### src/design/whmm_pkg.sv
package whmm_pkg;

  localparam int QueueDepth = 2;

  localparam logic [31:0] MixMult = 32'h5bd1e995;
  localparam int WordShift = 24;
  localparam int FinalShiftA = 13;
  localparam int FinalShiftB = 15;

  localparam logic [7:0] CharTab = 8'h09;
  localparam logic [7:0] CharLf = 8'h0a;
  localparam logic [7:0] CharCr = 8'h0d;
  localparam logic [7:0] CharSpace = 8'h20;

  localparam logic CfgSeed = 1'b0;
  localparam logic CfgSkip = 1'b1;

  typedef enum logic [2:0] {
    OP_START  = 3'd0,
    OP_COUNT  = 3'd1,
    OP_BEGIN  = 3'd2,
    OP_HASH   = 3'd3,
    OP_FINISH = 3'd4
  } op_t;

  typedef struct packed {
    op_t        op;
    logic [7:0] data;
  } cmd_t;

  typedef struct packed {
    logic full;
    logic empty;
  } q_status_t;

endpackage

### src/design/whmm_front.sv
module whmm_front (
  input  logic                 in_valid,
  input  logic [2:0]           operation,
  input  logic [7:0]           data_byte,
  input  logic                 skip_whitespace,
  input  whmm_pkg::q_status_t  q_status,
  output logic                 in_stall,
  output logic                 push,
  output whmm_pkg::cmd_t       push_cmd
);
  import whmm_pkg::*;

  logic blank;
  logic useful;

  assign blank = skip_whitespace &&
                 (data_byte == CharTab || data_byte == CharLf ||
                  data_byte == CharCr || data_byte == CharSpace);

  // drop skipped bytes and unused codes here so the back end never sees them
  always_comb begin
    unique case (operation)
      OP_START, OP_BEGIN, OP_FINISH: useful = 1'b1;
      OP_COUNT, OP_HASH:             useful = !blank;
      default:                       useful = 1'b0;
    endcase
  end

  assign in_stall      = q_status.full;
  assign push          = in_valid && !q_status.full && useful;
  assign push_cmd.op   = op_t'(operation);
  assign push_cmd.data = data_byte;

endmodule

### src/design/whmm_queue.sv
module whmm_queue #(
  parameter int DEPTH = whmm_pkg::QueueDepth
) (
  input  logic                 clk,
  input  logic                 rst,
  input  logic                 push,
  input  whmm_pkg::cmd_t       push_cmd,
  input  logic                 pop,
  output whmm_pkg::cmd_t       pop_cmd,
  output whmm_pkg::q_status_t  q_status
);
  import whmm_pkg::*;

  localparam int PtrW = (DEPTH > 1) ? $clog2(DEPTH) : 1;
  localparam int CntW = $clog2(DEPTH + 1);

  cmd_t            slots [DEPTH];
  logic [PtrW-1:0] wr_ptr;
  logic [PtrW-1:0] rd_ptr;
  logic [CntW-1:0] fill;

  function automatic logic [PtrW-1:0] bump(input logic [PtrW-1:0] p);
    logic [PtrW-1:0] r;
    if (p == PtrW'(DEPTH - 1)) begin
      r = '0;
    end else begin
      r = p + PtrW'(1);
    end
    return r;
  endfunction

  assign q_status.full  = (fill == CntW'(DEPTH));
  assign q_status.empty = (fill == '0);
  assign pop_cmd        = slots[rd_ptr];

  always_ff @(posedge clk) begin
    if (push) begin
      slots[wr_ptr] <= push_cmd;
    end
  end

  always_ff @(posedge clk) begin
    if (rst) begin
      wr_ptr <= '0;
      rd_ptr <= '0;
      fill   <= '0;
    end else begin
      if (push) begin
        wr_ptr <= bump(wr_ptr);
      end
      if (pop) begin
        rd_ptr <= bump(rd_ptr);
      end
      if (push && !pop) begin
        fill <= fill + CntW'(1);
      end else if (pop && !push) begin
        fill <= fill - CntW'(1);
      end
    end
  end

endmodule

### src/design/whmm_back.sv
module whmm_back (
  input  logic                 clk,
  input  logic                 rst,
  input  logic                 cmd_valid,
  input  whmm_pkg::cmd_t       cmd,
  input  logic [31:0]          seed,
  input  logic                 out_stall,
  output logic                 pop,
  output logic                 out_valid,
  output logic [31:0]          hash_value
);
  import whmm_pkg::*;

  typedef enum logic [4:0] {
    ST_IDLE  = 5'b00001,
    ST_MIX_A = 5'b00010,
    ST_MIX_B = 5'b00100,
    ST_FIN_A = 5'b01000,
    ST_FIN_B = 5'b10000
  } state_t;

  state_t      state;
  logic [31:0] kept_count;
  logic [31:0] word_acc;
  logic [1:0]  byte_pos;
  logic [31:0] running_hash;
  logic [31:0] scratch;

  logic [31:0] lane_word;
  logic [31:0] full_word;
  logic [31:0] mul_operand;
  logic [31:0] product;

  assign lane_word = {24'b0, cmd.data} << {byte_pos, 3'b000};
  assign full_word = word_acc | lane_word;

  // one shared multiplier, operand picked by the sequencer step
  always_comb begin
    unique case (state)
      ST_MIX_A: mul_operand = scratch ^ (scratch >> WordShift);
      ST_MIX_B: mul_operand = running_hash;
      ST_FIN_A: mul_operand = scratch ^ (scratch >> FinalShiftA);
      default:  mul_operand = (cmd.op == OP_FINISH) ? (running_hash ^ word_acc) : full_word;
    endcase
  end

  assign product = mul_operand * MixMult;
  assign pop     = (state == ST_IDLE) && cmd_valid;

  always_ff @(posedge clk) begin
    if (rst) begin
      state        <= ST_IDLE;
      kept_count   <= '0;
      word_acc     <= '0;
      byte_pos     <= '0;
      running_hash <= '0;
      out_valid    <= 1'b0;
    end else begin
      if (state == ST_FIN_B && (!out_valid || !out_stall)) begin
        out_valid <= 1'b1;
      end else if (out_valid && !out_stall) begin
        out_valid <= 1'b0;
      end
      unique case (state)
        ST_IDLE: begin
          if (cmd_valid) begin
            case (cmd.op)
              OP_START: begin
                kept_count <= '0;
                word_acc   <= '0;
                byte_pos   <= '0;
              end
              OP_COUNT: kept_count <= kept_count + 32'd1;
              OP_BEGIN: running_hash <= seed ^ kept_count;
              OP_HASH: begin
                if (byte_pos == 2'd3) begin
                  scratch  <= product;
                  word_acc <= '0;
                  byte_pos <= '0;
                  state    <= ST_MIX_A;
                end else begin
                  word_acc <= full_word;
                  byte_pos <= byte_pos + 2'd1;
                end
              end
              OP_FINISH: begin
                // fold a partial word only when one is pending
                scratch <= (byte_pos != 2'd0) ? product : running_hash;
                state   <= ST_FIN_A;
              end
              default: ;
            endcase
          end
        end
        ST_MIX_A: begin
          scratch <= product;
          state   <= ST_MIX_B;
        end
        ST_MIX_B: begin
          running_hash <= product ^ scratch;
          state        <= ST_IDLE;
        end
        ST_FIN_A: begin
          scratch <= product;
          state   <= ST_FIN_B;
        end
        ST_FIN_B: begin
          // hold until the output register is free
          if (!out_valid || !out_stall) begin
            hash_value <= scratch ^ (scratch >> FinalShiftB);
            state      <= ST_IDLE;
          end
        end
        default: state <= ST_IDLE;
      endcase
    end
  end

endmodule

### src/design/whitespace_skipping_murmur2_hash.sv
// Start, count, begin and partial-lane hash items take effect when popped from the queue;
// a hash item that completes a word then runs ST_MIX_A and ST_MIX_B, and a finish runs
// ST_FIN_A and ST_FIN_B, using one shared 32x32 multiplier in turn, before registering
// its result. Throughput: one item per cycle while the back end is idle and the queue
// is not full; mixes and finishes keep it busy, and a finish also waits on out_stall.
// Reset (rst, synchronous): back end idle, running hash zero, seed to 1, skipping on.
module whitespace_skipping_murmur2_hash #(
  parameter int QUEUE_DEPTH = whmm_pkg::QueueDepth
) (
  input  logic        clk,
  input  logic        rst,
  input  logic        in_valid,
  output logic        in_stall,
  input  logic [2:0]  operation,
  input  logic [7:0]  data_byte,
  output logic        out_valid,
  input  logic        out_stall,
  output logic [31:0] hash_value,
  input  logic        cfg_valid,
  output logic        cfg_ready,
  input  logic        cfg_index,
  input  logic [31:0] cfg_data
);
  import whmm_pkg::*;

  logic        seed_reg_valid_unused;
  logic [31:0] seed;
  logic        skip_whitespace;

  logic      push;
  cmd_t      push_cmd;
  logic      pop;
  cmd_t      pop_cmd;
  q_status_t q_status;

  assign cfg_ready = 1'b1;
  assign seed_reg_valid_unused = 1'b0;

  always_ff @(posedge clk) begin
    if (rst) begin
      seed            <= 32'd1;
      skip_whitespace <= 1'b1;
    end else if (cfg_valid && cfg_ready) begin
      unique case (cfg_index)
        CfgSeed: seed            <= cfg_data;
        CfgSkip: skip_whitespace <= cfg_data[0];
        default: ;
      endcase
    end
  end

  whmm_front u_front (
    .in_valid        (in_valid),
    .operation       (operation),
    .data_byte       (data_byte),
    .skip_whitespace (skip_whitespace),
    .q_status        (q_status),
    .in_stall        (in_stall),
    .push            (push),
    .push_cmd        (push_cmd)
  );

  whmm_queue #(
    .DEPTH (QUEUE_DEPTH)
  ) u_queue (
    .clk      (clk),
    .rst      (rst),
    .push     (push),
    .push_cmd (push_cmd),
    .pop      (pop),
    .pop_cmd  (pop_cmd),
    .q_status (q_status)
  );

  whmm_back u_back (
    .clk        (clk),
    .rst        (rst),
    .cmd_valid  (!q_status.empty && !seed_reg_valid_unused),
    .cmd        (pop_cmd),
    .seed       (seed),
    .out_stall  (out_stall),
    .pop        (pop),
    .out_valid  (out_valid),
    .hash_value (hash_value)
  );

`ifndef SYNTHESIS
  a_pop_not_empty: assert property (@(posedge clk) disable iff (rst)
    pop |-> !q_status.empty)
    else $error("pop from empty queue");

  a_push_not_full: assert property (@(posedge clk) disable iff (rst)
    push |-> !q_status.full)
    else $error("push into full queue");

  a_empty_no_stall: assert property (@(posedge clk) disable iff (rst)
    q_status.empty |-> !in_stall)
    else $error("input stalled with empty queue");
`endif

endmodule
### config.mk
export PLATFORM = sky130hd
export DESIGN_NAME = whitespace_skipping_murmur2_hash
export DESIGN_NICKNAME = d
export VERILOG_FILES = /design/src/design/whmm_pkg.sv /design/src/design/whmm_front.sv /design/src/design/whmm_queue.sv /design/src/design/whmm_back.sv /design/src/design/whitespace_skipping_murmur2_hash.sv
export SDC_FILE = /design/constraint.sdc
export NUM_CORES = 1
export LEC_CHECK = 0
export ABC_CLOCK_PERIOD_IN_PS = 12470
export BUFFER_PORTS_ARGS = -buffer_cell sky130_fd_sc_hd__buf_4
export CAP_MARGIN = 20
export CELL_PAD_IN_SITES_DETAIL_PLACEMENT = 1
export CELL_PAD_IN_SITES_GLOBAL_PLACEMENT = 2
export CORE_UTILIZATION = 35
export DETAILED_ROUTE_END_ITERATION = 16
export PLACE_DENSITY_LB_ADDON = 0.1
export SLEW_MARGIN = 20
export SYNTH_ARGS = -nofsm -noshare
export SYNTH_HDL_FRONTEND = slang
export SYNTH_HIERARCHICAL = 1
export SYNTH_SLANG_ARGS = --single-unit
### constraint.sdc
create_clock -name clk -period 12.47 [get_ports clk]
set_input_delay 0 -clock clk [delete_from_list [all_inputs] [get_ports clk]]
set_output_delay 0 -clock clk [all_outputs]
set_load 0.05 [all_outputs]
After elaboration in Yosys (flattened, before gate mapping)
Memory sizes are Yosys's and may differ from the RTL's. A register that Yosys moved wholly into a read port is not among the register bits.
Index checks and enable logic that the tools add are counted.

operators by class
  equal/unequal tests = 24
  $mul = 1
  reduce and logical (&&, ||, !) cells = 40
  add/subtract/negate cells = 6
  bitwise gates (word level) = 10
  mux-type cells = 31
  shift operators = 1

operators by type and width
  cell                      count
  $pmux W32 S2              5
  $mux W32                  7
  $pmux W32 S3              1
  $xor A32 B32 Y32          3
  $add A32 B1 Y32 const B   1
  $mul A32 B31 Y32 const B  1
  $or A32 B32 Y32           1
  $shl A8 B5 Y32            1
  $xor A32 B17 Y32          1
  $xor A32 B19 Y32          1
  $xor A32 B8 Y32           1
  $eq A8 B4 Y1 const B      3
  $pmux W5 S4               1
  $mux W5                   3
  $reduce_bool A2 Y1        7
  $eq A3 B2 Y1 const B      4
  $reduce_and A3 Y1         4
  $pmux W5 S2               1
  $eq A8 B6 Y1 const B      1
  $logic_and A1 B1 Y1       8
  $mux W1                   8
  $logic_not A1 Y1          7
  $eq A3 B1 Y1 const B      2
  $eq A3 B3 Y1 const B      2
  24 further kinds          39

word-level totals
  memories kept = 1
  output and inout bits = 35
  bits in writable memories = 22
  word-level logic and storage cells = 127
  input bits = 49
  register bits = 205

memories
  name           depth  width  rd ports  clocked after memory_dff  wr ports  RTL line          text
  u_queue.slots  2      11     1         1                         1         whmm_queue.sv:17  cmd_t slots [DEPTH];

Depth between registers and ports, before layout
  depth in word-level cells = 12
  gate-level depth with buffers = 36
  gate-level depth less buffers = 32

Cells and area by module
Netlist, hierarchy kept.

by module, submodules not included
  module                            area each (um2)  cells an instance  sequential area each (um2)  times used
  whmm_back                         17682.0          1921               4003.8                      1
  whitespace_skipping_murmur2_hash  1620.3           151                660.6                       1
  whmm_queue                        997.2            56                 760.7                       1
  whmm_front                        153.9            22                 0.0                         1

Worst setup path after synthesis
Ideal clock, no wire load.

  path kind = register to register
  start = reg (tool-made name)
  end = reg u_back.running_hash[30]
  arrival = 8.537 ns
  required time = 12.367 ns
  clock period less this slack = 8.640 ns
  setup slack = 3.830 ns
  cell stages (with the launch flop) = 32
  buffers on the path = 6
  library setup time = 0.103 ns
  cells stage by stage = dfxtp_1 -> buf_2 -> mux2_2 -> nor3b_2 -> clkbuf_1 -> clkbuf_1 -> buf_1 -> clkbuf_1 -> a31oi_1 -> a221o_1 -> ha_1 -> ha_1 -> fa_1 -> inv_1 -> fa_1 -> inv_1 -> fa_1 -> fa_1 -> fa_1 -> inv_1 -> fa_1 -> inv_1 -> ha_1 -> clkbuf_1 -> nor2b_1 -> o21ai_0 -> nand2b_1 -> a221o_1 -> a21o_1 -> o41ai_2 -> a21oi_1 -> a2111oi_2

RTL lines
  item                  RTL line          text
  to (signal assigned)  whmm_back.sv:74   OP_BEGIN: running_hash <= seed ^ kept_count;
  to (signal assigned)  whmm_back.sv:100  running_hash <= product ^ scratch;
  to (decl)             whmm_back.sv:26   logic [31:0] running_hash;

Final worst setup path
  start = reg u_back.state[2]
  end = reg u_back.running_hash[25]

between the ends
  cells in the longest elaborated chain, start to end = 5
  elaborated cells on any way between the ends = 12
  those cells by class = mul: 1; eq/ne: 6; mux: 2; bitwise: 1; reduce/logical: 2

RTL lines
  item                                        RTL line          text
  from (decl)                                 whmm_back.sv:22   state_t state;
  from (signal assigned)                      whmm_back.sv:52   state <= ST_IDLE;
  from (signal assigned)                      whmm_back.sv:80   state <= ST_MIX_A;
  from (signal assigned)                      whmm_back.sv:89   state <= ST_FIN_A;
  $eq A5 B4 Y1, or another cell as far along  whmm_back.sv:39   unique case (state)
  $pmux W32 S3                                whmm_back.sv:39
  $mul A32 B31 Y32                            whmm_back.sv:47   assign product = mul_operand * MixMult;
  $xor A32 B32 Y32                            whmm_back.sv:100
  $pmux W32 S2                                whmm_back.sv:64   unique case (state)

Parallel ways exist; a longest one is shown, timed or not.
A chain may end at the register's enable or synchronous reset.

==> results.py <==
metrics = {
    "synthesis": {
        "synth_top_area_share": 0.173,
        "syn_nets": 2593,
        "synth_area_per_cell_um2": 9.51,
        "synth-seq-area-share": 0.265,
        "yosysWarnings": 6,
        "synth_common_cells": "inv_1 (354), ha_1 (217), fa_1 (177)",
        "ys_async_sr_fraction": 0,
        "ys.flop_type": "dfxtp_1",
        "synth.top_cells.by_area": "fa_1 (17%), dfxtp_1 (14%), ha_1 (13%), edfxtp_1 (13%), inv_1 (6.5%)",
        "yosysTopAreaCell": "fa_1",
        "synth_cell_type_count": 84,
        "synth_most_common_cell": "inv_1",
        "syn_inst": 2150,
        "synth_edf_count": 86,
        "syn-cell-area_mm2": 0.0205,
        "ys_seq_elements": 228,
    },
    "clock_network": {
        "clkSinkCount": 228,
        "clk_latency_ns": 0.54,
        "cts_htree_levels": 1,
        "clock_tree.root_cell": "clkbuf_16",
        "clk_path_buf_depth": 3,
        "cts_tree": "built",
        "clk_pin_slew_ns": 0.07,
        "numCtsBuffers": 25,
    },
    "critical_path": {
        "arrival_ns": 10.53,
        "startpoint_type": "register",
        "reg2reg_to": "u_back/running_hash[25]$_SDFFE_PP0P_",
        "max_stage_delay_ns": 1.09,
        "reg2reg_slack_ns": 2.40,
        "cp-endpoint": "u_back/running_hash[25]$_SDFFE_PP0P_",
        "cp_max_fo": 22,
        "critPathSlowestCell": "nand3_1",
        "reg2reg_depth": 31,
        "startpoint": "u_back/state[2]$_SDFFE_PP0P_",
        "reg2reg_from": "u_back/state[2]$_SDFFE_PP0P_",
        "endpoint_kind": "register",
        "worstSetupPathType": "register to register",
        "crit_top_cell": "inv_1",
        "cp.required_ns": 12.93,
    },
    "placement": {
        "port_buffers": 82,
        "dp.final_hpwl_um": 53800,
        "gp_routability_congestion": 0.874,
    },
    "sta": {
        "max_freq_mhz": 99.3,
        "tightest_slew_ns": 1.12,
        "setup_tns_ns": 0,
        "skew_ns": 0.0113,
        "period_needed_ns": 10.07,
        "final-setup-viol-count": 0,
        "slew_violations": 0,
        "relSlewSlack": 0.249,
        "fin_hold_ws_ns": -0.00492,
        "hold_viol": 1,
        "finalCritPeriodShare": 0.808,
        "rsz0062_at_grt": "false",
    },
    "global_route": {
        "grt_overflow": 0,
        "grt_use_total": 0.235,
        "grt_max_degree": 73,
        "grt_pass1_vias": 17000,
        "grt_pass1_wl_um": 106000,
        "antenna_found_initial": 1,
    },
    "floorplanning": {
        "pin_count": 84,
        "rows": 88,
        "die_area_mm2": 0.0594,
        "core-area_mm2": 0.0577,
        "die_x_um": 244,
        "fp.dieH_um": 244,
        "start_util": 0.355,
    },
    "route": {
        "first_pass_iters": 4,
        "ant_nets": 0,
        "wl_um": 69100,
        "drc": 0,
        "vias_per_cell": 5.19,
        "vias": 15700,
        "wire_per_inst_um": 22.7,
        "first_iter_violations": 751,
    },
    "final_layout": {
        "fin_nets": 2698,
        "fill_cells": 6615,
        "post-route-util": 0.405,
        "drive_above_1_share": 0.0982,
        "antenna_cells": 0,
        "synthToLayoutAreaGrowth_pct": 14.2,
    },
    "run_status": {
        "violations": "hold timing",
        "status": "finished, violations left",
    },
    "job": {
        "cap_viol_max_count": 0,
    },
    "hold_path": {
        "min_path_type": "input port to register",
    },
}
-- metal layers --
metal	track usage	vias up	wire, um
met5	0	-	20
met4	0.0478	2	1270
met3	0.0163	69	1830
met2	0.422	266	34900
met1	0.309	8024	31000
li1	-	7388	-
-- worst max-delay path: cells and delay by family, from the launching register on --
kind	cells	cell delay, ns
buffers and inverters	7	0.68
XOR/XNOR	3	0.73
AND/OR/NAND/NOR	4	2.18
AO/OA/AOI/OAI	8	2.13
adder cells (fa/ha/maj)	9	3.88
flip-flops	1	0.38
-- stage by stage --
stage | cells | cell area [um2] | hold WS (ns) | setup slack (ns)
3_5_place_dp | 2918 | 21800 | 0.203 | 2.47
2_1_floorplan | 2150 | 20500 | 0.0691 | 3.83
5_1_grt | 3037 | 23400 | 0.0442 | 1.91
3_3_place_gp | 2918 | 21800 | 0.199 | 2.59
6_report | 3037 | 23400 | -0.00492 | 2.40
4_1_cts | 3036 | 23300 | 0.00174 | 2.44
-- flip-flops by register name, indices dropped and copies added, names as in the netlist, named ones only --
register	cells
seed	32
skip_whitespace	1
u_back/byte_pos	2
u_back/hash_value	32
u_back/kept_count	32
u_back/out_valid	1
u_back/running_hash	32
u_back/scratch	32
u_back/state	5
u_back/word_acc	32
u_queue/fill	2
u_queue/rd_ptr	1
u_queue/slots	22
u_queue/wr_ptr	1
-- logic make-up (layout without fill, tap and decap cells) --
logic type / Yosys count / count (layout) / synth area share
and+or+nand+nor: 499 / 499 / 0.125
other: 1 / 1 / 0.000183
buffers and inverters: 461 / 583 / 0.0895
DFF: 228 / 228 / 0.265
adders and majority gates: 394 / 394 / 0.306
AOI/OAI and AO/OA: 380 / 380 / 0.127
xor gates and xnor gates: 172 / 172 / 0.0786
muxes: 15 / 15 / 0.00807
-- cell type report --
class / instances / area (um2) / share of cell area
multi-input cells: 1461 / 13300 / 0.567
clock buffers: 37 / 722 / 0.0309
inverters: 355 / 1330 / 0.0570
clock inverters: 7 / 111 / 0.00477
flip-flops and latches: 228 / 5430 / 0.232
well taps: 765 / 957 / 0.0410
repair buffers: 184 / 1560 / 0.0669
-- layout by cell type, fill, tap and decap left out, drive strengths merged, types with 42 or more instances in the layout --
cell type / n
ha: 217
nand2: 128
o21ai: 86
edfxtp: 86
xor2: 76
a211oi: 42
inv: 355
dfxtp: 142
xnor2: 89
buf: 109
nor2: 172
a21oi: 117
dlygate4sd3: 74
fa: 177
-- worst min path at each step --
stage                       from                             to  cells after the start
detailed placement  data_byte[7]  u_queue/slots[0][7]$_DFFE_PP_                      1
CTS                    cfg_valid          seed[13]$_SDFFE_PP0P_                      3
global placement    data_byte[7]  u_queue/slots[1][7]$_DFFE_PP_                      1
finish                 cfg_valid          seed[13]$_SDFFE_PP0P_                      3
global route           cfg_valid          seed[13]$_SDFFE_PP0P_                      3
floorplan                    rst   u_queue/fill[1]$_SDFFE_PP0P_                      1
-- repair_timing --
| action | in CTS | in global routing |
|---|---|---|
| hold endpoints to repair | 71 | 0 |
| buffers inserted | 0 | 0 |
| hold buffers | 74 | 0 |
| resized for setup | 0 | 0 |
Power is not shown: default switching activity piles up to over one toggle a cycle in this logic, so the estimate is an artifact.
